`config.mk`:
```
export PLATFORM = sky130hd
export DESIGN_NAME = rtu_master_frame_engine
export DESIGN_NICKNAME = d
export VERILOG_FILES = /design/src/hw/rtl/rtu_mfe_pkg.sv /design/src/hw/rtl/rtu_master_frame_engine.sv /design/src/hw/rtl/rtu_mfe_front.sv /design/src/hw/rtl/rtu_mfe_queue.sv /design/src/hw/rtl/rtu_mfe_back.sv
export SDC_FILE = /design/constraint.sdc
export NUM_CORES = 1
export LEC_CHECK = 0
export BUFFER_PORTS_ARGS = -buffer_cell sky130_fd_sc_hd__buf_2
export CELL_PAD_IN_SITES_DETAIL_PLACEMENT = 0
export CELL_PAD_IN_SITES_GLOBAL_PLACEMENT = 2
export CORE_UTILIZATION = 45
export DETAILED_ROUTE_END_ITERATION = 10
export PLACE_DENSITY = 0.86
export SETUP_SLACK_MARGIN = 0.15
export SLEW_MARGIN = 20
export SYNTH_ARGS = -nofsm -noshare
export SYNTH_HDL_FRONTEND = slang
export SYNTH_SLANG_ARGS = --single-unit
```
`constraint.sdc`:
```
create_clock -name clk_i -period 9.36 [get_ports clk_i]
set_input_delay 1.872 -clock clk_i [delete_from_list [all_inputs] [get_ports clk_i]]
set_output_delay 1.872 -clock clk_i [all_outputs]
set_load 0.01 [all_outputs]
```
`src/hw/rtl/rtu_mfe_pkg.sv`:
```
// Shared types and constants of the RTU master frame engine.
// Used by the front, queue, back and top modules; no dependencies.

package rtu_mfe_pkg;

  localparam int unsigned BUFFER_DEPTH_DEF = 64;

  localparam logic [31:0] GAP_TICKS_RST  = 32'd215038;
  localparam logic [31:0] RESP_TICKS_RST = 32'd5898200;

  // link state codes
  localparam logic [2:0] LS_IDLE      = 3'd0;
  localparam logic [2:0] LS_SENDING   = 3'd1;
  localparam logic [2:0] LS_WAIT      = 3'd2;
  localparam logic [2:0] LS_RECEIVING = 3'd3;
  localparam logic [2:0] LS_RECEIVED  = 3'd4;
  localparam logic [2:0] LS_TIMEOUT   = 3'd5;

  // register index on the configuration port (paddr[2])
  localparam logic REG_GAP  = 1'b0;
  localparam logic REG_RESP = 1'b1;

  typedef enum logic [2:0] {
    CMD_TICK    = 3'd0,
    CMD_RX_BYTE = 3'd1,
    CMD_SEND    = 3'd2,
    CMD_TX_DONE = 3'd3,
    CMD_FETCH   = 3'd4,
    CMD_RESET   = 3'd5
  } cmd_e;

  // one job from front to back
  typedef struct packed {
    logic [2:0] link_state;
    logic       accepted;
    logic [6:0] tx_length;
    logic       fetch;
  } job_t;

  localparam int unsigned JOB_W = $bits(job_t);

endpackage

```
`src/hw/rtl/rtu_master_frame_engine.sv`:
```
// Top level of the RTU master frame engine: configuration registers,
// front part, job queue and back part. Depends on rtu_mfe_pkg and submodules.
//
//  Port group   Dir  Payload
//  s_axis_*     in   tdata: command, rx_data, send_length
//  m_axis_*     out  tdata: link_state, accepted, tx_length, frame_byte,
//                    frame_length; tlast: last beat of the item
//  APB          in   gap_ticks at 0x0, respond_timeout_ticks at 0x4
//
// An input beat is taken each cycle while the two-entry job queue has room.
// Every item gives one result beat, except a fetch, which streams N bytes at
// one per cycle while the output is ready, from the frame buffer (one registered read port).
// Input stalls from an accepted fetch until its last buffer read is issued.
// Reset is asynchronous; the buffer is not cleared and needs no sweep.

module rtu_master_frame_engine
  import rtu_mfe_pkg::*;
#(
  parameter int unsigned BUFFER_DEPTH = BUFFER_DEPTH_DEF
) (
  input  logic        clk_i,
  input  logic        rst_ni,
  input  logic        s_axis_tvalid,
  output logic        s_axis_tready,
  input  logic [31:0] s_axis_tdata,  // [2:0] command, [10:3] rx_data, [26:11] send_length
  output logic        m_axis_tvalid,
  input  logic        m_axis_tready,
  output logic [31:0] m_axis_tdata,  // [2:0] link_state, [3] accepted, [10:4] tx_length,
                                     // [18:11] frame_byte, [25:19] frame_length
  output logic        m_axis_tlast,
  input  logic        psel,
  input  logic        penable,
  input  logic        pwrite,
  input  logic [2:0]  paddr,
  input  logic [31:0] pwdata,
  output logic [31:0] prdata,
  output logic        pready
);

  localparam int unsigned CW = $clog2(BUFFER_DEPTH + 1);
  localparam int unsigned AW = $clog2(BUFFER_DEPTH);

  logic [31:0]   gap_q, gap_d;
  logic [31:0]   resp_q, resp_d;
  logic          cfg_wr;

  logic          q_full, q_valid, push, pop, fetch_done;
  job_t          push_job, pop_job;
  logic [CW-1:0] push_cnt, pop_cnt;
  logic          wr_en;
  logic [AW-1:0] wr_addr;
  logic [7:0]    wr_data;

  assign pready = 1'b1;
  assign cfg_wr = psel && penable && pwrite && pready;
  assign prdata = (paddr[2] == REG_RESP) ? resp_q : gap_q;

  always_comb begin
    gap_d  = gap_q;
    resp_d = resp_q;
    if (cfg_wr) begin
      unique case (paddr[2])
        REG_GAP:  gap_d  = pwdata;
        REG_RESP: resp_d = pwdata;
        default:  gap_d  = gap_q;
      endcase
    end
  end

  always_ff @(posedge clk_i or negedge rst_ni) begin
    if (!rst_ni) begin
      gap_q  <= GAP_TICKS_RST;
      resp_q <= RESP_TICKS_RST;
    end else begin
      gap_q  <= gap_d;
      resp_q <= resp_d;
    end
  end

  rtu_mfe_front #(
    .BUFFER_DEPTH(BUFFER_DEPTH)
  ) u_front (
    .clk_i       (clk_i),
    .rst_ni      (rst_ni),
    .in_valid_i  (s_axis_tvalid),
    .in_ready_o  (s_axis_tready),
    .cmd_i       (s_axis_tdata[2:0]),
    .rx_data_i   (s_axis_tdata[10:3]),
    .send_len_i  (s_axis_tdata[26:11]),
    .gap_ticks_i (gap_q),
    .resp_ticks_i(resp_q),
    .q_full_i    (q_full),
    .fetch_done_i(fetch_done),
    .push_o      (push),
    .job_o       (push_job),
    .job_cnt_o   (push_cnt),
    .wr_en_o     (wr_en),
    .wr_addr_o   (wr_addr),
    .wr_data_o   (wr_data)
  );

  rtu_mfe_queue #(
    .W(JOB_W + CW)
  ) u_queue (
    .clk_i      (clk_i),
    .rst_ni     (rst_ni),
    .push_i     (push),
    .push_data_i({push_cnt, push_job}),
    .full_o     (q_full),
    .pop_i      (pop),
    .valid_o    (q_valid),
    .pop_data_o ({pop_cnt, pop_job})
  );

  rtu_mfe_back #(
    .BUFFER_DEPTH(BUFFER_DEPTH)
  ) u_back (
    .clk_i       (clk_i),
    .rst_ni      (rst_ni),
    .q_valid_i   (q_valid),
    .job_i       (pop_job),
    .job_cnt_i   (pop_cnt),
    .pop_o       (pop),
    .wr_en_i     (wr_en),
    .wr_addr_i   (wr_addr),
    .wr_data_i   (wr_data),
    .fetch_done_o(fetch_done),
    .out_valid_o (m_axis_tvalid),
    .out_ready_i (m_axis_tready),
    .out_data_o  (m_axis_tdata),
    .out_last_o  (m_axis_tlast)
  );

endmodule

```
`src/hw/rtl/rtu_mfe_front.sv`:
```
// Front part: accepts input beats, runs link state, timer and receive count,
// writes received bytes and queues one job per beat. Depends on rtu_mfe_pkg.

module rtu_mfe_front
  import rtu_mfe_pkg::*;
#(
  parameter int unsigned BUFFER_DEPTH = BUFFER_DEPTH_DEF,
  localparam int unsigned CW = $clog2(BUFFER_DEPTH + 1),
  localparam int unsigned AW = $clog2(BUFFER_DEPTH)
) (
  input  logic          clk_i,
  input  logic          rst_ni,
  input  logic          in_valid_i,
  output logic          in_ready_o,
  input  logic [2:0]    cmd_i,
  input  logic [7:0]    rx_data_i,
  input  logic [15:0]   send_len_i,
  input  logic [31:0]   gap_ticks_i,
  input  logic [31:0]   resp_ticks_i,
  input  logic          q_full_i,
  input  logic          fetch_done_i,
  output logic          push_o,
  output job_t          job_o,
  output logic [CW-1:0] job_cnt_o,
  output logic          wr_en_o,
  output logic [AW-1:0] wr_addr_o,
  output logic [7:0]    wr_data_o
);

  logic [2:0]    mode_q, mode_d;
  logic [CW-1:0] cnt_q, cnt_d;
  logic [31:0]   tcnt_q, tcnt_d;
  logic [31:0]   per_q, per_d;
  logic          run_q, run_d;
  logic          pend_q, pend_d;

  logic          accept;
  logic [31:0]   tinc;
  logic [CW-1:0] base, wptr;
  logic [15:0]   clamp_len;
  cmd_e          cmd;

  assign in_ready_o = !q_full_i && !pend_q;
  assign accept     = in_valid_i && in_ready_o;
  assign push_o     = accept;
  assign cmd        = cmd_e'(cmd_i);

  assign tinc = (tcnt_q < per_q) ? tcnt_q + 32'd1 : tcnt_q;

  // a reply after waiting starts a fresh frame; a full buffer wraps
  assign base      = (mode_q == LS_WAIT) ? '0 : cnt_q;
  assign wptr      = (base == CW'(BUFFER_DEPTH)) ? '0 : base;
  assign wr_addr_o = wptr[AW-1:0];
  assign wr_data_o = rx_data_i;
  assign wr_en_o   = accept && (cmd == CMD_RX_BYTE);

  assign clamp_len = (send_len_i > 16'(BUFFER_DEPTH)) ? 16'(BUFFER_DEPTH) : send_len_i;

  always_comb begin
    mode_d = mode_q;
    cnt_d  = cnt_q;
    tcnt_d = tcnt_q;
    per_d  = per_q;
    run_d  = run_q;
    pend_d = pend_q && !fetch_done_i;
    job_o.accepted  = 1'b0;
    job_o.tx_length = '0;
    job_o.fetch     = 1'b0;
    if (accept) begin
      unique case (cmd)
        CMD_TICK: begin
          if (run_q) begin
            if (tinc >= per_q) begin
              run_d  = 1'b0;
              tcnt_d = '0;
              priority if (mode_q == LS_WAIT) begin
                mode_d = LS_TIMEOUT;
              end else if (mode_q == LS_RECEIVING) begin
                mode_d = LS_RECEIVED;
              end else begin
                mode_d = LS_IDLE;
              end
            end else begin
              tcnt_d = tinc;
            end
          end
        end
        CMD_RX_BYTE: begin
          mode_d = LS_RECEIVING;
          cnt_d  = wptr + CW'(1);
          tcnt_d = '0;
          per_d  = gap_ticks_i;
          run_d  = 1'b1;
        end
        CMD_SEND: begin
          if (mode_q == LS_IDLE) begin
            mode_d          = LS_SENDING;
            job_o.accepted  = 1'b1;
            job_o.tx_length = 7'(clamp_len);
          end
        end
        CMD_TX_DONE: begin
          mode_d = LS_WAIT;
          tcnt_d = '0;
          per_d  = resp_ticks_i;
          run_d  = 1'b1;
        end
        CMD_FETCH: begin
          if (cnt_q != '0 && mode_q == LS_RECEIVED) begin
            mode_d         = LS_IDLE;
            job_o.accepted = 1'b1;
            job_o.fetch    = 1'b1;
            pend_d         = 1'b1;
          end
        end
        CMD_RESET: begin
          cnt_d  = '0;
          mode_d = LS_IDLE;
        end
        default: begin
        end
      endcase
    end
    job_o.link_state = mode_d;
  end

  assign job_cnt_o = cnt_q;

  always_ff @(posedge clk_i or negedge rst_ni) begin
    if (!rst_ni) begin
      mode_q <= LS_IDLE;
      cnt_q  <= '0;
      tcnt_q <= '0;
      per_q  <= '0;
      run_q  <= 1'b0;
      pend_q <= 1'b0;
    end else begin
      mode_q <= mode_d;
      cnt_q  <= cnt_d;
      tcnt_q <= tcnt_d;
      per_q  <= per_d;
      run_q  <= run_d;
      pend_q <= pend_d;
    end
  end

endmodule

```
`src/hw/rtl/rtu_mfe_queue.sv`:
```
// Two-entry job queue between front and back parts.
// Depends on rtu_mfe_pkg for defaults only.

module rtu_mfe_queue
  import rtu_mfe_pkg::*;
#(
  parameter int unsigned W = JOB_W
) (
  input  logic         clk_i,
  input  logic         rst_ni,
  input  logic         push_i,
  input  logic [W-1:0] push_data_i,
  output logic         full_o,
  input  logic         pop_i,
  output logic         valid_o,
  output logic [W-1:0] pop_data_o
);

  logic [W-1:0] slot_q [2];
  logic         wptr_q, wptr_d;
  logic         rptr_q, rptr_d;
  logic [1:0]   fill_q, fill_d;

  assign full_o     = (fill_q == 2'd2);
  assign valid_o    = (fill_q != 2'd0);
  assign pop_data_o = slot_q[rptr_q];

  always_comb begin
    wptr_d = wptr_q ^ push_i;
    rptr_d = rptr_q ^ pop_i;
    fill_d = fill_q + {1'b0, push_i} - {1'b0, pop_i};
  end

  always_ff @(posedge clk_i or negedge rst_ni) begin
    if (!rst_ni) begin
      wptr_q <= 1'b0;
      rptr_q <= 1'b0;
      fill_q <= 2'd0;
    end else begin
      wptr_q <= wptr_d;
      rptr_q <= rptr_d;
      fill_q <= fill_d;
    end
  end

  always_ff @(posedge clk_i) begin
    if (push_i) begin
      slot_q[wptr_q] <= push_data_i;
    end
  end

endmodule

```
`src/hw/rtl/rtu_mfe_back.sv`:
```
// Back part: holds the frame buffer, turns jobs into result beats and
// streams a fetched frame one byte per cycle while the output is ready. Depends on rtu_mfe_pkg.

module rtu_mfe_back
  import rtu_mfe_pkg::*;
#(
  parameter int unsigned BUFFER_DEPTH = BUFFER_DEPTH_DEF,
  localparam int unsigned CW = $clog2(BUFFER_DEPTH + 1),
  localparam int unsigned AW = $clog2(BUFFER_DEPTH)
) (
  input  logic          clk_i,
  input  logic          rst_ni,
  input  logic          q_valid_i,
  input  job_t          job_i,
  input  logic [CW-1:0] job_cnt_i,
  output logic          pop_o,
  input  logic          wr_en_i,
  input  logic [AW-1:0] wr_addr_i,
  input  logic [7:0]    wr_data_i,
  output logic          fetch_done_o,
  output logic          out_valid_o,
  input  logic          out_ready_i,
  output logic [31:0]   out_data_o,
  output logic          out_last_o
);

  logic [7:0]    mem [BUFFER_DEPTH];

  logic          stream_q, stream_d;
  logic [CW-1:0] idx_q, idx_d;
  logic [CW-1:0] cnt_q, cnt_d;
  logic [2:0]    sls_q, sls_d;
  logic          rd_vld_q, rd_vld_d;
  logic [7:0]    rd_data_q;
  logic          rd_last_q;
  logic          out_vld_q, out_vld_d;
  logic [31:0]   out_data_q;
  logic          out_last_q;

  logic          out_free, take_rd, issue, take_job, is_last_rd;

  assign out_free   = !out_vld_q || out_ready_i;
  assign take_rd    = rd_vld_q && out_free;
  assign issue      = stream_q && (idx_q != cnt_q) && (!rd_vld_q || take_rd);
  assign take_job   = !stream_q && q_valid_i && (job_i.fetch || out_free);
  assign is_last_rd = (idx_q == cnt_q - CW'(1));

  assign pop_o        = take_job;
  assign fetch_done_o = issue && is_last_rd;

  always_comb begin
    rd_vld_d = issue ? 1'b1 : (take_rd ? 1'b0 : rd_vld_q);
    idx_d    = issue ? idx_q + CW'(1) : idx_q;
    cnt_d    = cnt_q;
    sls_d    = sls_q;
    stream_d = stream_q;
    if (take_job && job_i.fetch) begin
      stream_d = 1'b1;
      idx_d    = '0;
      cnt_d    = job_cnt_i;
      sls_d    = job_i.link_state;
    end else if (stream_q) begin
      stream_d = (idx_d != cnt_q) || rd_vld_d;
    end
    if (take_rd || (take_job && !job_i.fetch)) begin
      out_vld_d = 1'b1;
    end else if (out_ready_i) begin
      out_vld_d = 1'b0;
    end else begin
      out_vld_d = out_vld_q;
    end
  end

  always_ff @(posedge clk_i or negedge rst_ni) begin
    if (!rst_ni) begin
      stream_q  <= 1'b0;
      idx_q     <= '0;
      cnt_q     <= '0;
      sls_q     <= LS_IDLE;
      rd_vld_q  <= 1'b0;
      out_vld_q <= 1'b0;
    end else begin
      stream_q  <= stream_d;
      idx_q     <= idx_d;
      cnt_q     <= cnt_d;
      sls_q     <= sls_d;
      rd_vld_q  <= rd_vld_d;
      out_vld_q <= out_vld_d;
    end
  end

  always_ff @(posedge clk_i) begin
    if (wr_en_i) begin
      mem[wr_addr_i] <= wr_data_i;
    end
    if (issue) begin
      rd_data_q <= mem[idx_q[AW-1:0]];
      rd_last_q <= is_last_rd;
    end
  end

  // beat layout: link_state, accepted, tx_length, frame_byte, frame_length
  always_ff @(posedge clk_i) begin
    if (take_rd) begin
      out_data_q <= {6'd0, 7'(cnt_q), rd_data_q, 7'd0, 1'b1, sls_q};
      out_last_q <= rd_last_q;
    end else if (take_job && !job_i.fetch) begin
      out_data_q <= {6'd0, 7'd0, 8'd0, job_i.tx_length, job_i.accepted, job_i.link_state};
      out_last_q <= 1'b1;
    end
  end

  assign out_valid_o = out_vld_q;
  assign out_data_o  = out_data_q;
  assign out_last_o  = out_last_q;

endmodule
```
==> out/metrics.cfg <==
[place]
dpl-instance-area_mm2=0.0343
gp_congestion=0.817
dp_hpwl_um=45700
port_buffers=127

[finish]
multiInputGateArea_mm2=0.0104
final_common_cell=edfxtp_1
design_area_mm2=0.0369
drive_above_1_share=0.254
final_cell_mix=edfxtp_1 (578), mux4_2 (160), nor2_1 (132), dfrtp_1 (132), nand2_1 (126)
diodes=0
nFillCells=5819
regArea_mm2=0.0217
syn_to_final_growth_pct=12.5
nets=2329

[drt]
via_per_inst=5.73
num_vias=18300
first_pass_iters=5
drcViolationCount=0
wl_per_cell_um=22.7
wl_um=72400
postRouteAntennaNets=0
drt_iter0_drc=1654

[setup_path]
worst_setup_path_start_kind=flop
r2r_start=u_front.per_q[1]$_DFFE_PN0P_
crit_arrival_ns=6.49
cp_max_fo=42
crit_path_end_kind=flop
startpoint=u_front.per_q[1]$_DFFE_PN0P_
crit_type=reg -> reg
crit_required_ns=9.70

[cts]
root_buffer=clkbuf_16
clkTransAtPathRegs_ns=0.06
cts_tree=yes
clkSinkCount=750
clockBufferDepth=3
numCtsBuffers=80
clk_latency_ns=0.65
cts_resized=0
htreeDepth=3
post_cts.repair.setup_buffers=0
holdBufCountCts=0

[pwr]
power_w=0.00704
p_leak_nw=13.0
vdd_drop_max_mv=0.172
power.density_mw_per_mm2=191

[synthesis]
postSynthCellCount=2066
synth_edf_count=578
synth-seq-cells=750
syn_area_mm2=0.0328
yosys_warnings=0
ys.flop_type=edfxtp_1
synth_cell_type_count=74
ys_seq_area_frac=0.661
avgSynthCellArea_um2=15.9
async_flop_share=0.219

[sta]
slew_headroom=0.369
period_needed_ns=6.16
worst_slew_pin_slew_ns=0.947
fin_setup_tns_ns=0
finalHoldViolations=0
rsz0062_at_grt=false
slew_violations=0
max_freq_mhz=162
finalCritPeriodShare=0.658
skew_ns=0.0264
setup_viol=0

[global_routing]
grt_pass1_wl_um=112000
grt_remaining_overflow=0
grt_antenna_before_repair=1
grt_max_degree=71
track_usage=0.198
grt_pass1_vias=18900

[floorplanning]
start_util=0.457
fp.dieH_um=272
core_mm2=0.0717
core.rowCount=98
dieArea_mm2=0.0739
die_w_um=272
pin_count=142

[hold_path]
min-delay-path-class=reg -> reg
hold_start=u_front.per_q[12]$_DFFE_PN0P_

[run]
cap_viol_max_count=0

[outcome]
status=finished clean

worst paths after layout:
kind	endpoint	slack (ns)	cells after the start
worst max register to register	u_queue.slot_q[1][11]$_DFFE_PP_	3.20	17
worst min register to register	u_front.per_q[12]$_DFFE_PN0P_	0.48	2
worst max-delay path	u_queue.slot_q[1][11]$_DFFE_PP_	3.20	17
min in group asynchronous	gap_q[13]$_DFFE_PN0P_	1.26	1
max in group asynchronous	u_back.idx_q[0]$_DFF_PN0_	6.91	2
worst min-delay path	u_front.per_q[12]$_DFFE_PN0P_	0.48	2
state kept, by name, indices dropped and copies added, names as in the netlist:
| register | cells |
|---|---|
| u_back.rd_last_q | 1 |
| resp_q | 32 |
| u_front.mode_q | 3 |
| u_front.job_cnt_o | 7 |
| u_queue.slot_q | 38 |
| u_front.pend_q | 1 |
| u_front.run_q | 1 |
| u_back.sls_q | 3 |
| u_back.rd_data_q | 8 |
| u_back.rd_vld_q | 1 |
| gap_q | 32 |
| u_queue.rptr_q | 1 |
| u_back.cnt_q | 7 |
| u_back.out_data_o | 26 |
| u_queue.fill_q | 2 |
| u_front.tcnt_q | 32 |
| u_back.mem | 512 |
| u_back.idx_q | 7 |
| u_back.out_valid_o | 1 |
| u_back.stream_q | 1 |
| u_queue.wptr_q | 1 |
| u_front.per_q | 32 |
| u_back.out_last_o | 1 |
area by class of cell:
cell class,count,area share
sequential,750,0.588
inverter,62,0.00631
clock inverter,40,0.0113
clock buffer,102,0.0579
timing repair buffer,147,0.0220
tap,950,0.0322
multi-input combinational,1143,0.282
where the power goes:
part | internal [W] | total (W) | leakage (nW) | switching (W)
clock network | 0.00177 | 0.00306 | 1.24 | 0.00130
registers | 0.00367 | 0.00371 | 7.34 | 0.0000410
logic | 0.000123 | 0.000263 | 4.41 | 0.000141
logic make-up (layout without fill, tap and decap cells):
kind of cell | Yosys count | after routing | share of synthesized area
mux | 313 | 313 | 0.161
flops | 750 | 750 | 0.661
fa+ha+maj | 71 | 71 | 0.0271
xor+xnor | 52 | 52 | 0.0141
simple gates | 454 | 454 | 0.0661
compound gates | 246 | 246 | 0.0480
buf+inv | 178 | 351 | 0.0231
other cells | 2 | 7 | 0.000229
cells in the mapped netlist, types with 8 or more instances:
cell type  count  area share
o21ai_0       69       0.011
mux4_2       160        0.11
and2_1        11      0.0021
xor2_1        12      0.0032
a31oi_1       56       0.011
dfstp_2       29       0.023
nor2b_1       10      0.0019
a21oi_1       42      0.0064
mux2_2        98       0.034
nand2b_1      14      0.0027
a211oi_1      17      0.0039
nand2_1      128       0.015
nor2_1       133       0.015
edfxtp_1     578        0.53
nor3_1        25      0.0038
and3_1        28      0.0053
a21o_1         8      0.0018
nand4_1       21      0.0040
xnor2_1       39       0.010
buf_1          9      0.0010
clkbuf_1      78      0.0089
dfxtp_1        8      0.0049
dfrtp_1      135        0.10
buf_2         16      0.0024
nor4_1        16      0.0031
inv_1         61      0.0070
buf_4          8      0.0018
ha_1          71       0.027
mux2i_1       54       0.016
nand3_1       37      0.0057
per-stage QoR:
| step | std cells | hold slack (ns) | setup WS (ns) | utilization |
|---|---|---|---|---|
| 2_1_floorplan | 2071 | 0.440 | 4.56 | - |
| 3_5_place_dp | 3052 | 0.472 | 3.24 | 0.478 |
| 3_3_place_gp | 3052 | 0.470 | 3.38 | 0.478 |
| 4_1_cts | 3194 | 0.485 | 3.21 | 0.513 |
| 6_report | 3194 | 0.481 | 3.20 | 0.514 |
| 5_1_grt | 3194 | 0.512 | 2.95 | 0.514 |
metal layers:
metal / up-vias / wire length, um / global-route usage
li1: 8253 / - / -
met1: 9403 / 31100 / 0.273
met2: 544 / 35300 / 0.322
met3: 100 / 4470 / 0.0413
met4: 2 / 1510 / 0.0526
met5: - / 19 / 0
worst max-delay path, stage by stage, from the launching register on:
cell and delay (ns):
dfrtp_1 0.40, inv_1 0.10, ha_1 0.30, a2111o_1 0.39, a311o_1 0.40, o31ai_4 0.41
and2_1 0.23, buf_4 0.42, nand3_1 0.15, xnor2_1 0.16, ha_1 0.30, nand4_1 0.16
or4_1 0.63, or2_2 0.34, a21oi_1 0.47, o21ai_0 0.33, a2111o_1 0.46, o2bb2ai_1 0.18
Note: power is estimated with default switching activity, not from simulation.
